[src/rtl/core/rsbs_pkg.sv]
// ----------------------------------------------------------------------------
// rsbs_pkg
// Shared constants, types and helpers of the record sort and search core.
// ----------------------------------------------------------------------------
package rsbs_pkg;

   localparam int TABLE_DEPTH = 16;
   localparam int IDX_W       = (TABLE_DEPTH > 1) ? $clog2(TABLE_DEPTH) : 1;
   localparam int CNT_W       = $clog2(TABLE_DEPTH + 1);

   localparam int ID_W   = 31;
   localparam int SLOT_W = 4;
   localparam int POS_W  = 4;
   localparam int CFG_W  = 5;
   localparam int CMD_W  = 2;

   // request tdata layout
   localparam int SLOT_LSB  = 0;
   localparam int RID_LSB   = SLOT_LSB + SLOT_W;
   localparam int RAV_BIT   = RID_LSB + ID_W;
   localparam int KEY_LSB   = RAV_BIT + 1;
   localparam int REQ_USED  = KEY_LSB + ID_W;
   localparam int REQ_DATA_W = ((REQ_USED + 7) / 8) * 8;

   // response tdata layout
   localparam int FOUND_BIT  = 0;
   localparam int POS_LSB    = FOUND_BIT + 1;
   localparam int MAV_BIT    = POS_LSB + POS_W;
   localparam int RSP_USED   = MAV_BIT + 1;
   localparam int RSP_DATA_W = ((RSP_USED + 7) / 8) * 8;

   localparam logic [CFG_W-1:0] CFG_RESET = CFG_W'(16);

   typedef logic [ID_W-1:0]  id_type;
   typedef logic [IDX_W-1:0] idx_type;
   typedef logic [CNT_W-1:0] cnt_type;

   typedef enum logic [CMD_W-1:0] {
      CMD_LOAD   = 2'd0,
      CMD_SORT   = 2'd1,
      CMD_SEARCH = 2'd2,
      CMD_NOP    = 2'd3
   } cmd_type;

   typedef enum logic [3:0] {
      ST_IDLE,
      ST_SORT_OUTER,
      ST_SORT_KEY,
      ST_SORT_RD,
      ST_SORT_CMP,
      ST_SRCH_RD,
      ST_SRCH_CMP,
      ST_SRCH_FIN,
      ST_DONE
   } state_type;

   typedef struct packed {
      logic   flag;
      id_type id;
   } entry_type;

   typedef struct packed {
      logic      wr_en;
      idx_type   wr_addr;
      entry_type wr_data;
      logic      rd_en;
      idx_type   rd_addr;
   } mem_req_type;

   typedef struct packed {
      logic lt;
      logic eq;
   } cmp_type;

   function automatic cnt_type active_count(input logic [CFG_W-1:0] cfg);
      if (int'(cfg) > TABLE_DEPTH) begin
         return CNT_W'(TABLE_DEPTH);
      end
      return CNT_W'(cfg);
   endfunction

endpackage

[src/rtl/core/record_sort_and_binary_search_core.sv]
// ----------------------------------------------------------------------------
// record_sort_and_binary_search_core
// Record table with stable insertion sort by ID and lower-bound key search.
//
//   group  dir  handshake              payload
//   req    in   req_tvalid/req_tready  tuser cmd, tdata slot..search_key
//   rsp    out  rsp_tvalid/rsp_tready  tdata found, position, match_available
//   csr    in   csr_valid/csr_ready    csr_data entry_count
//
// load and no-op beats go straight to the result; search probes the midpoint until the window closes
// sort reads and shifts entries one at a time through the single table read port
// one beat is in work at a time; the next beat is taken while a result waits
// reset is synchronous and sets entry_count to 16; the table is not cleared
// ----------------------------------------------------------------------------
module record_sort_and_binary_search_core (
   input  logic                              clock,
   input  logic                              reset,
   input  logic                              req_tvalid,
   output logic                              req_tready,
   // slot, record_id, record_available, search_key, zero pad
   input  logic [rsbs_pkg::REQ_DATA_W-1:0]   req_tdata,
   // cmd
   input  logic [rsbs_pkg::CMD_W-1:0]        req_tuser,
   output logic                              rsp_tvalid,
   input  logic                              rsp_tready,
   // found, position, match_available, zero pad
   output logic [rsbs_pkg::RSP_DATA_W-1:0]   rsp_tdata,
   input  logic                              csr_valid,
   output logic                              csr_ready,
   input  logic [rsbs_pkg::CFG_W-1:0]        csr_data
);

   rsbs_pkg::state_type   state_ff, state_in;
   logic [rsbs_pkg::CFG_W-1:0] cfg_ff;
   rsbs_pkg::cnt_type     cnt_ff, cnt_in;
   rsbs_pkg::cnt_type     i_ff, i_in;
   rsbs_pkg::cnt_type     j_ff, j_in;
   rsbs_pkg::cnt_type     lo_ff, lo_in;
   rsbs_pkg::cnt_type     hi_ff, hi_in;
   rsbs_pkg::entry_type   key_ff, key_in;
   logic                  res_found_ff, res_found_in;
   logic [rsbs_pkg::POS_W-1:0] res_pos_ff, res_pos_in;
   logic                  res_avail_ff, res_avail_in;
   logic                  rsp_tvalid_ff, rsp_tvalid_in;
   logic [rsbs_pkg::RSP_DATA_W-1:0] rsp_data_ff, rsp_data_in;

   rsbs_pkg::mem_req_type mreq;
   rsbs_pkg::entry_type   rd_data;
   rsbs_pkg::cmp_type     cmp;

   rsbs_pkg::cmd_type     cmd;
   logic [rsbs_pkg::SLOT_W-1:0] slot;
   rsbs_pkg::cnt_type     mid;
   rsbs_pkg::cnt_type     jm1;
   logic                  req_accept;
   logic                  rsp_load;
   logic                  gt;

   rsbs_table u_table (
      .clock   (clock),
      .req     (mreq),
      .rd_data (rd_data)
   );

   rsbs_cmp u_cmp (
      .lhs (rd_data.id),
      .rhs (key_ff.id),
      .res (cmp)
   );

   assign cmd        = rsbs_pkg::cmd_type'(req_tuser);
   assign slot       = req_tdata[rsbs_pkg::SLOT_LSB +: rsbs_pkg::SLOT_W];
   assign req_tready = (state_ff == rsbs_pkg::ST_IDLE);
   assign req_accept = req_tvalid && req_tready;
   assign csr_ready  = 1'b1;
   assign mid        = lo_ff + ((hi_ff - lo_ff) >> 1);
   assign jm1        = j_ff - rsbs_pkg::CNT_W'(1);
   assign gt         = !cmp.lt && !cmp.eq;
   assign rsp_load   = (state_ff == rsbs_pkg::ST_DONE) && (!rsp_tvalid_ff || rsp_tready);

   // next state
   always_comb begin
      state_in = state_ff;
      unique case (state_ff)
         rsbs_pkg::ST_IDLE: begin
            if (req_accept) begin
               unique case (cmd)
                  rsbs_pkg::CMD_SORT:   state_in = rsbs_pkg::ST_SORT_OUTER;
                  rsbs_pkg::CMD_SEARCH: state_in = rsbs_pkg::ST_SRCH_RD;
                  rsbs_pkg::CMD_LOAD,
                  rsbs_pkg::CMD_NOP:    state_in = rsbs_pkg::ST_DONE;
               endcase
            end
         end
         rsbs_pkg::ST_SORT_OUTER: begin
            state_in = (i_ff < cnt_ff) ? rsbs_pkg::ST_SORT_KEY : rsbs_pkg::ST_DONE;
         end
         rsbs_pkg::ST_SORT_KEY: state_in = rsbs_pkg::ST_SORT_RD;
         rsbs_pkg::ST_SORT_RD: begin
            state_in = (j_ff == '0) ? rsbs_pkg::ST_SORT_OUTER : rsbs_pkg::ST_SORT_CMP;
         end
         rsbs_pkg::ST_SORT_CMP: begin
            state_in = gt ? rsbs_pkg::ST_SORT_RD : rsbs_pkg::ST_SORT_OUTER;
         end
         rsbs_pkg::ST_SRCH_RD: begin
            if (lo_ff < hi_ff) begin
               state_in = rsbs_pkg::ST_SRCH_CMP;
            end else if (lo_ff < cnt_ff) begin
               state_in = rsbs_pkg::ST_SRCH_FIN;
            end else begin
               state_in = rsbs_pkg::ST_DONE;
            end
         end
         rsbs_pkg::ST_SRCH_CMP: state_in = rsbs_pkg::ST_SRCH_RD;
         rsbs_pkg::ST_SRCH_FIN: state_in = rsbs_pkg::ST_DONE;
         rsbs_pkg::ST_DONE: begin
            if (rsp_load) begin
               state_in = rsbs_pkg::ST_IDLE;
            end
         end
         default: state_in = rsbs_pkg::ST_IDLE;
      endcase
   end

   // datapath and table control
   always_comb begin
      mreq         = '0;
      cnt_in       = cnt_ff;
      i_in         = i_ff;
      j_in         = j_ff;
      lo_in        = lo_ff;
      hi_in        = hi_ff;
      key_in       = key_ff;
      res_found_in = res_found_ff;
      res_pos_in   = res_pos_ff;
      res_avail_in = res_avail_ff;
      unique case (state_ff)
         rsbs_pkg::ST_IDLE: begin
            if (req_accept) begin
               key_in.id    = req_tdata[rsbs_pkg::KEY_LSB +: rsbs_pkg::ID_W];
               key_in.flag  = 1'b0;
               cnt_in       = rsbs_pkg::active_count(cfg_ff);
               hi_in        = rsbs_pkg::active_count(cfg_ff);
               lo_in        = '0;
               i_in         = rsbs_pkg::CNT_W'(1);
               res_found_in = 1'b0;
               res_pos_in   = '0;
               res_avail_in = 1'b0;
               if (cmd == rsbs_pkg::CMD_LOAD && int'(slot) < rsbs_pkg::TABLE_DEPTH) begin
                  mreq.wr_en        = 1'b1;
                  mreq.wr_addr      = rsbs_pkg::IDX_W'(slot);
                  mreq.wr_data.id   = req_tdata[rsbs_pkg::RID_LSB +: rsbs_pkg::ID_W];
                  mreq.wr_data.flag = req_tdata[rsbs_pkg::RAV_BIT];
               end
            end
         end
         rsbs_pkg::ST_SORT_OUTER: begin
            if (i_ff < cnt_ff) begin
               mreq.rd_en   = 1'b1;
               mreq.rd_addr = i_ff[rsbs_pkg::IDX_W-1:0];
            end
         end
         rsbs_pkg::ST_SORT_KEY: begin
            key_in = rd_data;
            j_in   = i_ff;
         end
         rsbs_pkg::ST_SORT_RD: begin
            if (j_ff == '0) begin
               mreq.wr_en   = 1'b1;
               mreq.wr_addr = '0;
               mreq.wr_data = key_ff;
               i_in         = i_ff + rsbs_pkg::CNT_W'(1);
            end else begin
               mreq.rd_en   = 1'b1;
               mreq.rd_addr = jm1[rsbs_pkg::IDX_W-1:0];
            end
         end
         rsbs_pkg::ST_SORT_CMP: begin
            mreq.wr_en   = 1'b1;
            mreq.wr_addr = j_ff[rsbs_pkg::IDX_W-1:0];
            if (gt) begin
               mreq.wr_data = rd_data;
               j_in         = jm1;
            end else begin
               mreq.wr_data = key_ff;
               i_in         = i_ff + rsbs_pkg::CNT_W'(1);
            end
         end
         rsbs_pkg::ST_SRCH_RD: begin
            if (lo_ff < hi_ff) begin
               mreq.rd_en   = 1'b1;
               mreq.rd_addr = mid[rsbs_pkg::IDX_W-1:0];
            end else if (lo_ff < cnt_ff) begin
               mreq.rd_en   = 1'b1;
               mreq.rd_addr = lo_ff[rsbs_pkg::IDX_W-1:0];
            end
         end
         rsbs_pkg::ST_SRCH_CMP: begin
            if (cmp.lt) begin
               lo_in = mid + rsbs_pkg::CNT_W'(1);
            end else begin
               hi_in = mid;
            end
         end
         rsbs_pkg::ST_SRCH_FIN: begin
            if (cmp.eq) begin
               res_found_in = 1'b1;
               res_pos_in   = rsbs_pkg::POS_W'(lo_ff);
               res_avail_in = rd_data.flag;
            end
         end
         rsbs_pkg::ST_DONE: begin
         end
         default: begin
         end
      endcase
   end

   // response register
   always_comb begin
      rsp_tvalid_in = rsp_tvalid_ff && !rsp_tready;
      rsp_data_in   = rsp_data_ff;
      if (rsp_load) begin
         rsp_tvalid_in                                         = 1'b1;
         rsp_data_in                                           = '0;
         rsp_data_in[rsbs_pkg::FOUND_BIT]                      = res_found_ff;
         rsp_data_in[rsbs_pkg::POS_LSB +: rsbs_pkg::POS_W]     = res_pos_ff;
         rsp_data_in[rsbs_pkg::MAV_BIT]                        = res_avail_ff;
      end
   end

   always_ff @(posedge clock) begin
      if (reset) begin
         state_ff      <= rsbs_pkg::ST_IDLE;
         cfg_ff        <= rsbs_pkg::CFG_RESET;
         rsp_tvalid_ff <= 1'b0;
      end else begin
         state_ff      <= state_in;
         rsp_tvalid_ff <= rsp_tvalid_in;
         if (csr_valid && csr_ready) begin
            cfg_ff <= csr_data;
         end
      end
   end

   always_ff @(posedge clock) begin
      cnt_ff       <= cnt_in;
      i_ff         <= i_in;
      j_ff         <= j_in;
      lo_ff        <= lo_in;
      hi_ff        <= hi_in;
      key_ff       <= key_in;
      res_found_ff <= res_found_in;
      res_pos_ff   <= res_pos_in;
      res_avail_ff <= res_avail_in;
      rsp_data_ff  <= rsp_data_in;
   end

   assign rsp_tvalid = rsp_tvalid_ff;
   assign rsp_tdata  = rsp_data_ff;

   // no table writes while searching
   a_no_write_in_search: assert property (@(posedge clock) disable iff (reset)
      (state_ff == rsbs_pkg::ST_SRCH_RD || state_ff == rsbs_pkg::ST_SRCH_CMP ||
       state_ff == rsbs_pkg::ST_SRCH_FIN) |-> !mreq.wr_en)
      else $error("table write during search");

   // probe window is never empty
   a_search_window: assert property (@(posedge clock) disable iff (reset)
      (state_ff == rsbs_pkg::ST_SRCH_CMP) |-> (lo_ff < hi_ff && hi_ff <= cnt_ff))
      else $error("search window out of range");

   // insertion index stays inside the active range
   a_sort_index: assert property (@(posedge clock) disable iff (reset)
      (state_ff == rsbs_pkg::ST_SORT_CMP) |-> (j_ff != '0 && j_ff <= i_ff && i_ff < cnt_ff))
      else $error("sort index out of range");

   // a miss reports zero position and flag
   a_miss_zero: assert property (@(posedge clock) disable iff (reset)
      (rsp_tvalid_ff && !rsp_data_ff[rsbs_pkg::FOUND_BIT]) |->
      (rsp_data_ff[rsbs_pkg::POS_LSB +: rsbs_pkg::POS_W] == '0 &&
       !rsp_data_ff[rsbs_pkg::MAV_BIT]))
      else $error("miss with nonzero payload");

   // a response load raises rsp_tvalid and returns the core to idle
   a_load_from_done: assert property (@(posedge clock) disable iff (reset)
      rsp_load |=> (rsp_tvalid_ff && state_ff == rsbs_pkg::ST_IDLE))
      else $error("response load lost");

endmodule

[src/rtl/core/rsbs_table.sv]
// ----------------------------------------------------------------------------
// rsbs_table
// Record store: one write port and one read port with registered read data.
// ----------------------------------------------------------------------------
module rsbs_table (
   input  logic                 clock,
   input  rsbs_pkg::mem_req_type req,
   output rsbs_pkg::entry_type  rd_data
);

   rsbs_pkg::entry_type mem_ff [rsbs_pkg::TABLE_DEPTH];
   rsbs_pkg::entry_type rd_data_ff;

   always_ff @(posedge clock) begin
      if (req.wr_en) begin
         mem_ff[req.wr_addr] <= req.wr_data;
      end
   end

   always_ff @(posedge clock) begin
      if (req.rd_en) begin
         rd_data_ff <= mem_ff[req.rd_addr];
      end
   end

   assign rd_data = rd_data_ff;

endmodule

[src/rtl/core/rsbs_cmp.sv]
// ----------------------------------------------------------------------------
// rsbs_cmp
// Shared ID comparator used by both the sort pass and the binary search.
// ----------------------------------------------------------------------------
module rsbs_cmp (
   input  rsbs_pkg::id_type  lhs,
   input  rsbs_pkg::id_type  rhs,
   output rsbs_pkg::cmp_type res
);

   always_comb begin
      res.lt = (lhs < rhs);
      res.eq = (lhs == rhs);
   end

endmodule
[config.mk]
export PLATFORM = sky130hd
export DESIGN_NAME = record_sort_and_binary_search_core
export DESIGN_NICKNAME = d
export VERILOG_FILES = /design/src/rtl/core/rsbs_pkg.sv /design/src/rtl/core/record_sort_and_binary_search_core.sv /design/src/rtl/core/rsbs_table.sv /design/src/rtl/core/rsbs_cmp.sv
export SDC_FILE = /design/constraint.sdc
export NUM_CORES = 1
export LEC_CHECK = 0
export ABC_CLOCK_PERIOD_IN_PS = 5600
export BUFFER_PORTS_ARGS = -buffer_cell sky130_fd_sc_hd__buf_4
export CAP_MARGIN = 20
export CORE_MARGIN = 5
export CORE_UTILIZATION = 64
export CTS_BUF_LIST = sky130_fd_sc_hd__clkbuf_2
export DETAILED_ROUTE_END_ITERATION = 6
export PLACE_DENSITY = 0.79
export SETUP_SLACK_MARGIN = 0.02
export SLEW_MARGIN = 20
export SYNTH_ARGS = -nofsm -noshare
export SYNTH_HDL_FRONTEND = slang
export SYNTH_SLANG_ARGS = --single-unit
[constraint.sdc]
create_clock -name clock -period 5.6 [get_ports clock]
set_clock_uncertainty 0.05 [all_clocks]
set_input_delay 0 -clock clock [delete_from_list [all_inputs] [get_ports clock]]
set_output_delay 0 -clock clock [all_outputs]
set_load 0.02 [all_outputs]
==> results of run 1 <==
-- critical path, stage by stage (launching register included) --
cell                       delay, ns
sky130_fd_sc_hd__edfxtp_1       0.49
sky130_fd_sc_hd__inv_1          0.21
sky130_fd_sc_hd__ha_1           0.27
sky130_fd_sc_hd__and2b_2        0.22
sky130_fd_sc_hd__o31ai_2        0.42
sky130_fd_sc_hd__a21boi_0       0.26
sky130_fd_sc_hd__ha_1           0.30
sky130_fd_sc_hd__a21oi_1        0.21
sky130_fd_sc_hd__xnor2_1        0.19
sky130_fd_sc_hd__mux2_4         0.31
sky130_fd_sc_hd__a222oi_1       0.31
sky130_fd_sc_hd__buf_4          0.21
sky130_fd_sc_hd__nand3_2        0.55
sky130_fd_sc_hd__buf_4          0.44
sky130_fd_sc_hd__a311oi_1       0.28
sky130_fd_sc_hd__or4_1          0.17
-- final timing paths --
kind	endpoint	cells past startpoint	startpoint	slack, ns
max reg2reg	u_table.rd_data[10]$_DFFE_PP_	15	lo_ff[1]$_SDFFCE_PN0P_	0.48
min	state_ff[0]$_SDFFE_PP0P_	8	req_tuser[0]	0.09
max	u_table.rd_data[10]$_DFFE_PP_	15	lo_ff[1]$_SDFFCE_PN0P_	0.48
min reg2reg	rsp_tdata[4]$_DFFE_PP_	0	res_pos_ff[3]$_SDFFCE_PN0P_	0.35
-- cell type report --
type / instances / area [um^2]
Sequential cell: 623 / 18600
Multi-Input combinational cell: 1088 / 7550
Inverter: 60 / 225
Clock inverter: 28 / 168
Tap cell: 539 / 674
Antenna cell: 1 / 2.50
Clock buffer: 220 / 1100
Timing Repair Buffer: 264 / 2400
Fill cell: 2628 / 11200
-- state kept, by name (all words and copies together) (netlist names) --
name	cells
res_pos_ff	4
j_ff	5
key_ff	32
hi_ff	5
res_found_ff	1
cfg_ff	5
lo_ff	5
state_ff	4
rsp_tvalid	1
i_ff	5
rsp_tdata	6
u_table.rd_data	32
u_table.mem_ff	512
cnt_ff	5
res_avail_ff	1
-- power by group through the flow --
stage | clock [mW] | combinational (mW) | sequential (mW)
finish | 2.83 | 4.36 | 6.23
global route | 3.11 | 4.70 | 6.26
CTS | 2.86 | 4.26 | 6.21
detailed placement | 0 | 4.14 | 6.32
global placement | 0 | 4.00 | 6.29
floorplan | 0 | 3.04 | 6.20
-- logic make-up after synthesis --
group	share of synthesized area (%)
AO/OA/AOI/OAI	11.4
XOR/XNOR	0.452
adder cells (fa/ha/maj)	2.64
buffers and inverters	4.25
flip-flops	68.6
multiplexers	1.88
other	0.0277
AND/OR/NAND/NOR	10.8
-- per-layer routing --
layer	track usage (%)	vias up	routed length [um]
met5	0	-	0
met4	12.2	0	2410
met3	6.56	208	7330
met2	48.8	1167	34600
met1	39.8	9029	26600
li1	-	8077	-
-- layout by cell type (no fill, tap or decap), drive strengths merged, types with 41 or more instances in the layout --
cell / synthesis / routed
nand2: 279 / 279
edfxtp: 613 / 613
and2: 41 / 41
a211oi: 128 / 128
clkbuf: 103 / 220
and3: 127 / 127
ha: 54 / 54
buf: 30 / 132
dlygate4sd3: 0 / 132
a311oi: 126 / 126
inv: 60 / 61
nor2: 49 / 49
-- Yosys cell counts, types with 3 or more instances --
library cell               instances  area, um^2
sky130_fd_sc_hd__dfxtp_1          10         200
sky130_fd_sc_hd__ha_1             54         676
sky130_fd_sc_hd__mux2_2           36         405
sky130_fd_sc_hd__nand2b_1          5        31.3
sky130_fd_sc_hd__or4_1            31         233
sky130_fd_sc_hd__nor2b_1          13        81.3
sky130_fd_sc_hd__nand4_1          11        68.8
sky130_fd_sc_hd__a21boi_0          6        45.0
sky130_fd_sc_hd__a311oi_1        126        1100
sky130_fd_sc_hd__mux2i_1           9        90.1
sky130_fd_sc_hd__clkbuf_8         29         399
sky130_fd_sc_hd__nor2_1           49         184
sky130_fd_sc_hd__inv_1            59         221
sky130_fd_sc_hd__a221o_1          32         320
sky130_fd_sc_hd__buf_4             3        22.5
sky130_fd_sc_hd__and3_1          117         732
sky130_fd_sc_hd__clkbuf_1         74         278
sky130_fd_sc_hd__and2_1           40         250
sky130_fd_sc_hd__buf_6             9         101
sky130_fd_sc_hd__xor2_1            7        61.3
sky130_fd_sc_hd__xnor2_1           7        61.3
sky130_fd_sc_hd__a211oi_1        127         953
sky130_fd_sc_hd__edfxtp_1        613       18400
sky130_fd_sc_hd__buf_2            16        80.1
sky130_fd_sc_hd__and3_2           10        75.1
sky130_fd_sc_hd__o32a_1            4        40.0
sky130_fd_sc_hd__o21ai_0          19        95.1
sky130_fd_sc_hd__a21oi_1          23         115
sky130_fd_sc_hd__a21o_1           18         135
sky130_fd_sc_hd__nand3_1          11        55.1
sky130_fd_sc_hd__nor3_1            3        15.0
sky130_fd_sc_hd__nand2_1         277        1040
==> implementation parameters, run 1 <==
Parameter                              Value

Yosys
  Mean cell area of the mapped netlist ... 14.2 um^2
  Netlist area before placement ... 27,100 um^2
  Portion of the post-synthesis area used by sequential elements ... 68.6%
  Primary FF master, synth ... sky130_fd_sc_hd__edfxtp_1
  Distinct cell type count of the synthesized netlist ... 73
  Cells after synthesis ... 1,905
  Number of flip-flops and latches in the synthesized netlist ... 623
  Proportion of register bits with asynchronous set or reset after synthesis ... 0%
  Post-synth EDFFs ... 613
  Total of warnings raised by yosys ... 0

Global route
  Number of antenna violations at the first check in global routing ... 1
  Remaining global-route overflow ... 0
  Pin count of the biggest net entering global routing ... 225
  GRT Overall Usage ... 30.0%
  Wire length of the first global-routing pass ... 107 mm
  Vias in the first global route ... 18,606

Timing
  Fmax achieved ... 0.195 GHz
  RSZ-0062 raised after global routing ... no
  Period minus WS final ... 5.12 ns
  Final-layout worst hold slack ... 0.0919 ns
  Final count of hold timing violations ... 0
  Slew Viols, Final ... 0
  Slew at the pin closest to its max-slew limit ... 1.19 ns
  Remaining max-slew budget at the tightest pin ... 20.4%
  Endpoints failing setup ... 0
  Final period util ... 91.3%
  Post-layout worst setup margin ... 0.485 ns
  Setup total negative slack ... 0 ns

Outcome
  Outcome ... completed

CTS
  Post-CTS Setup Bufs ... 0
  Worst-skew pair later-pin latency ... 1.13 ns
  TritonCTS clock tree ... built
  Clock transition at the registers of the reported paths ... 0.10 ns
  CTS Buf Count ... 152
  Maximum clock path buffer count ... 3
  Root Buffer Master ... sky130_fd_sc_hd__clkbuf_2
  Post-CTS Hold Buffers ... 133
  Post-cts gate resize count ... 0
  Maximum level of the CTS H-tree ... 4
  Clock sinks ... 623

Final layout
  Utilization of the core after routing ... 73.3%
  Finished Cell Area ... 30,700 um^2
  Area Growth Syn to Fin ... 13.2%
  Final std cells w/o fill ... 2,823
  # nets final ... 2,329
  Share of cells above drive strength 1 ... 19.5%

Pwr
  Power density relative to cell area ... 436 nW/um^2
  Switching Power ... 4.87 mW
  Clock share of power ... 21.1%
  Leak Pwr ... 11.3 nW
  Peak supply drop ... 299 uV
  Total design power ... 13.4 mW
  Switching share of power ... 36.3%
  Part of the total power dissipated in sequential elements ... 46.4%
  Power Internal ... 8.54 mW
  Logic pwr share ... 32.5%

Detailed routing
  Total number of vias ... 18,481
  Starting DRT DRC Count ... 2,291
  1st-pass router iterations ... 6
  WL per Instance ... 25.1 um
  Drt via density ... 6.55
  Post-Route WL ... 71.0 mm
  Remaining antenna violation count ... 0
  Number of remaining DRC errors ... 0

Critical path
  Worst Path Class, Setup ... register to register
  Capturing element type of the critical path ... register
  Worst Path Max Fanout ... 16
  Type of element launching the critical path ... register
  Data arrival time of the critical path ... 5.97 ns
  Worst EP required ... 6.45 ns

Floorplanning
  Chip width ... 216 um
  Die footprint ... 46,600 um^2
  Row count ... 75
  Core area ... 41,900 um^2
  Initial core utilization ... 64.7%
  Ports ... 95
  Die Y ... 216 um

Placed design
  Pre-CTS setup slack ... 0.687 ns
  Placed instance area ... 28,100 um^2
  Detail Placement HPWL ... 38.2 mm
  # port buffers ... 86
  Placed Cells incl. Taps ... 2,441
  RePlAce Congestion ... 0.849

Job
  Max Cap Viol ... 0

Min path
  Class of the tightest hold or removal check ... input pin to register
(Power assumes the default switching activity.)
==> run 2, diff against run 1 <==
CORE_UTILIZATION = 60   (was 64)
PLACE_DENSITY = 0.74   (was 0.79)
==> run 2 against run 1 <==
Compared with the run above:
- the run now ends with DRC left
- cell count rose by 5.1%
- sequential power barely moved
- sequential share of layout area fell by 1.7 points
- first-iteration DRC count rose by 1.2%
- clock power rose by 1%
- via count rose by 1.6%
- largest power group unchanged
- highest routed layer unchanged
- critical endpoint unchanged
- wire length rose by 5.1%
- flip-flop and latch count did not move
- utilization fell by 3.1 points
- global-route usage fell by 0.061 points
- worst setup slack improved by 0.15 ns
- hold slack improved by 0.086 ns
==> implementation parameters, run 2 (same netlist as run 1, synthesis figures left out) <==
Parameter                              Value

Pwr
  Power density relative to cell area ... 432 nW/um^2 (-1.0%)
  Total design power ... 13.7 mW (+1.8%)
  Leak Pwr ... 11.6 nW (+3.2%)
  Peak supply drop ... 257 uV (-14%)

CTS
  Post-CTS Setup Bufs ... 0 (unchanged)
  Clock transition at the registers of the reported paths ... 0.10 ns (about the same)
  Maximum level of the CTS H-tree ... 4 (unchanged)
  Maximum clock path buffer count ... 3 (unchanged)
  Worst-skew pair later-pin latency ... 1.36 ns (+0.23 ns)
  CTS Buf Count ... 152 (unchanged)
  Clock sinks ... 623 (unchanged)
  TritonCTS clock tree ... built
  Root Buffer Master ... sky130_fd_sc_hd__clkbuf_2

Floorplanning
  Initial core utilization ... 60.2% (-4.5 points)
  Chip width ... 223 um (+3.1%)
  Row count ... 78 (+4.0%)
  Die footprint ... 49,600 um^2 (+6.4%)
  Ports ... 95 (unchanged)
  Die Y ... 223 um (+3.1%)
  Core area ... 45,100 um^2 (+7.5%)

Timing
  Final count of hold timing violations ... 0 (unchanged)
  Final period util ... 88.6% (-2.7 points)
  Post-layout worst setup margin ... 0.638 ns (+0.153 ns)
  Setup total negative slack ... 0 ns (unchanged)
  Slew Viols, Final ... 0 (unchanged)
  Slew at the pin closest to its max-slew limit ... 1.16 ns (-0.0390 ns)
  Remaining max-slew budget at the tightest pin ... 22.1% (+1.8 points)
  Endpoints failing setup ... 0 (unchanged)
  Period minus WS final ... 4.96 ns (-0.153 ns)
  RSZ-0062 raised after global routing ... no
  Fmax achieved ... 0.202 GHz (+3.1%)

Global route
  Number of antenna violations at the first check in global routing ... 3 (+2)
  GRT Overall Usage ... 29.9% (-0.061 points)
  Vias in the first global route ... 19,031 (+2.3%)
  Remaining global-route overflow ... 0 (unchanged)
  Wire length of the first global-routing pass ... 112 mm (+4.9%)
  Pin count of the biggest net entering global routing ... 93 (-59%)

Critical path
  Worst EP required ... 6.57 ns (+0.12 ns)
  Worst Setup EP ... u_table.rd_data[10]$_DFFE_PP_
  Setup slack, reg-to-reg ... 0.64 ns (+0.15 ns)
  Type of element launching the critical path ... register
  Capturing element type of the critical path ... register
  Reg-to-reg critical path startpoint ... lo_ff[1]$_SDFFCE_PN0P_
  Data arrival time of the critical path ... 5.93 ns (-0.04 ns)
  Cells on worst reg2reg path ... 15 (unchanged)
  Worst setup path start ... lo_ff[1]$_SDFFCE_PN0P_
  Worst Path Max Fanout ... 25 (+9)
  Capture point of the worst reg-to-reg path ... u_table.rd_data[10]$_DFFE_PP_
  Worst Path Class, Setup ... register to register

Final layout
  Filler cell count in the final layout ... 3,006 (+14%)
  Final std cells w/o fill ... 2,968 (+5.1%)
  Share of cells above drive strength 1 ... 19.2% (-0.31 points)
  Area Growth Syn to Fin ... 16.5%
  Commonest cells after routing, fill and taps aside ... 613 x sky130_fd_sc_hd__edfxtp_1, 276 x sky130_fd_sc_hd__nand2_1, 214 x sky130_fd_sc_hd__clkbuf_2, 200 x sky130_fd_sc_hd__dlygate4sd3_1, 129 x sky130_fd_sc_hd__buf_4
  Flip-flop and latch area ... 18,600 um^2 (unchanged)
  Most common library cell in the layout ignoring fill and taps ... sky130_fd_sc_hd__edfxtp_1
  # nets final ... 2,405 (+3.3%)
  Largest Register ... u_table.mem_ff
  Footprint of the multi-input gates ... 7550 um^2 (unchanged)
  Largest register FFs ... 512 (unchanged)

Placed design
  # port buffers ... 86 (unchanged)
  Pre-CTS setup slack ... 0.751 ns (+0.0645 ns)
  RePlAce Congestion ... 0.820 (-3.4%)
  Detail Placement HPWL ... 38.0 mm (-0.38%)
  Placed Cells incl. Taps ... 2,510 (+2.8%)

Detailed routing
  Post-Route WL ... 74.6 mm (+5.1%)
  Number of remaining DRC errors ... 11 (+11)
  Total number of vias ... 18,783 (+1.6%)
  Remaining antenna violation count ... 0 (unchanged)
  1st-pass router iterations ... 7 (+1)
  Drt via density ... 6.33 (-3.3%)
  WL per Instance ... 25.1 um (about the same)
  Starting DRT DRC Count ... 2,318 (+1.2%)

Outcome
  Outcome ... finished with violations
  Failing checks ... DRC

Job
  Max Cap Viol ... 0 (unchanged)

Min path
  Class of the tightest hold or removal check ... input pin to register
-- run 2: area by class of cell --
class                      instances  share of cell area (%)
inverter                          60                   0.712
sequential                       623                    58.8
multi-input combinational       1088                    23.9
tap                              600                    2.37
antenna                            6                  0.0475
clock buffer                     214                    3.39
clock inverter                    37                   0.637
timing repair buffer             340                    10.1
-- run 2: what timing repair did --
item                                    4_1_cts  5_1_grt
endpoints found under the setup margin        0       15
hold buffers                                201        0
gates resized for setup                       0        0
hold endpoints to repair                   1105        0
-- run 2: metrics by stage --
stage                     utilization (%)  hold slack (ns)  instance area [um^2]
after floorplan                         -           0.0679                 27100
after global placement               62.8            0.156                 28300
after detailed placement             62.8            0.161                 28300
after CTS                            70.1           0.0176                 31600
after global routing                 70.1            0.141                 31600
final                                70.1            0.178                 31600
-- run 2: worst min-delay path by stage --
stage / start / to / slack, ns / cells after the start
after floorplan: csr_data[4] / cfg_ff[4]$_SDFFE_PP1P_ / 0.07 / 1
after global placement: csr_data[4] / cfg_ff[4]$_SDFFE_PP1P_ / 0.16 / 2
after detailed placement: csr_data[4] / cfg_ff[4]$_SDFFE_PP1P_ / 0.16 / 2
after CTS: req_tdata[5] / u_table.mem_ff[8][1]$_DFFE_PP_ / 0.02 / 4
after global routing: req_tdata[12] / u_table.mem_ff[13][8]$_DFFE_PP_ / 0.14 / 4
final: req_tdata[5] / u_table.mem_ff[8][1]$_DFFE_PP_ / 0.18 / 4
-- run 2: report_power, final --
group / internal (mW) / switching (mW)
Sequential: 5.93 / 0.300
Clock: 1.11 / 1.76
Combinational: 1.63 / 2.92
Total: 8.67 / 4.98
-- run 2: worst max-delay path, stage by stage, from the launching register on --
cell                       delay, ns
sky130_fd_sc_hd__edfxtp_1       0.47
sky130_fd_sc_hd__inv_1          0.20
sky130_fd_sc_hd__ha_1           0.27
sky130_fd_sc_hd__and2b_2        0.21
sky130_fd_sc_hd__o31ai_2        0.42
sky130_fd_sc_hd__a21boi_0       0.24
sky130_fd_sc_hd__ha_1           0.30
sky130_fd_sc_hd__xnor2_1        0.44
sky130_fd_sc_hd__nand2_1        0.11
sky130_fd_sc_hd__a211oi_1       0.26
sky130_fd_sc_hd__a311oi_1       0.13
sky130_fd_sc_hd__nand2_1        0.27
sky130_fd_sc_hd__or2_1          0.17
sky130_fd_sc_hd__buf_4          0.46
sky130_fd_sc_hd__a311oi_1       0.11
sky130_fd_sc_hd__or4_1          0.55
-- run 2: layer usage --
metal	wire [um]	up-vias	global-route usage, %	share of wire, %
met5	0	-	0	0
met4	3130	0	13.7	4.2
met3	7420	204	8.09	10
met2	36100	1099	48.4	48
met1	28000	9225	38.1	37
li1	-	8255	-	-
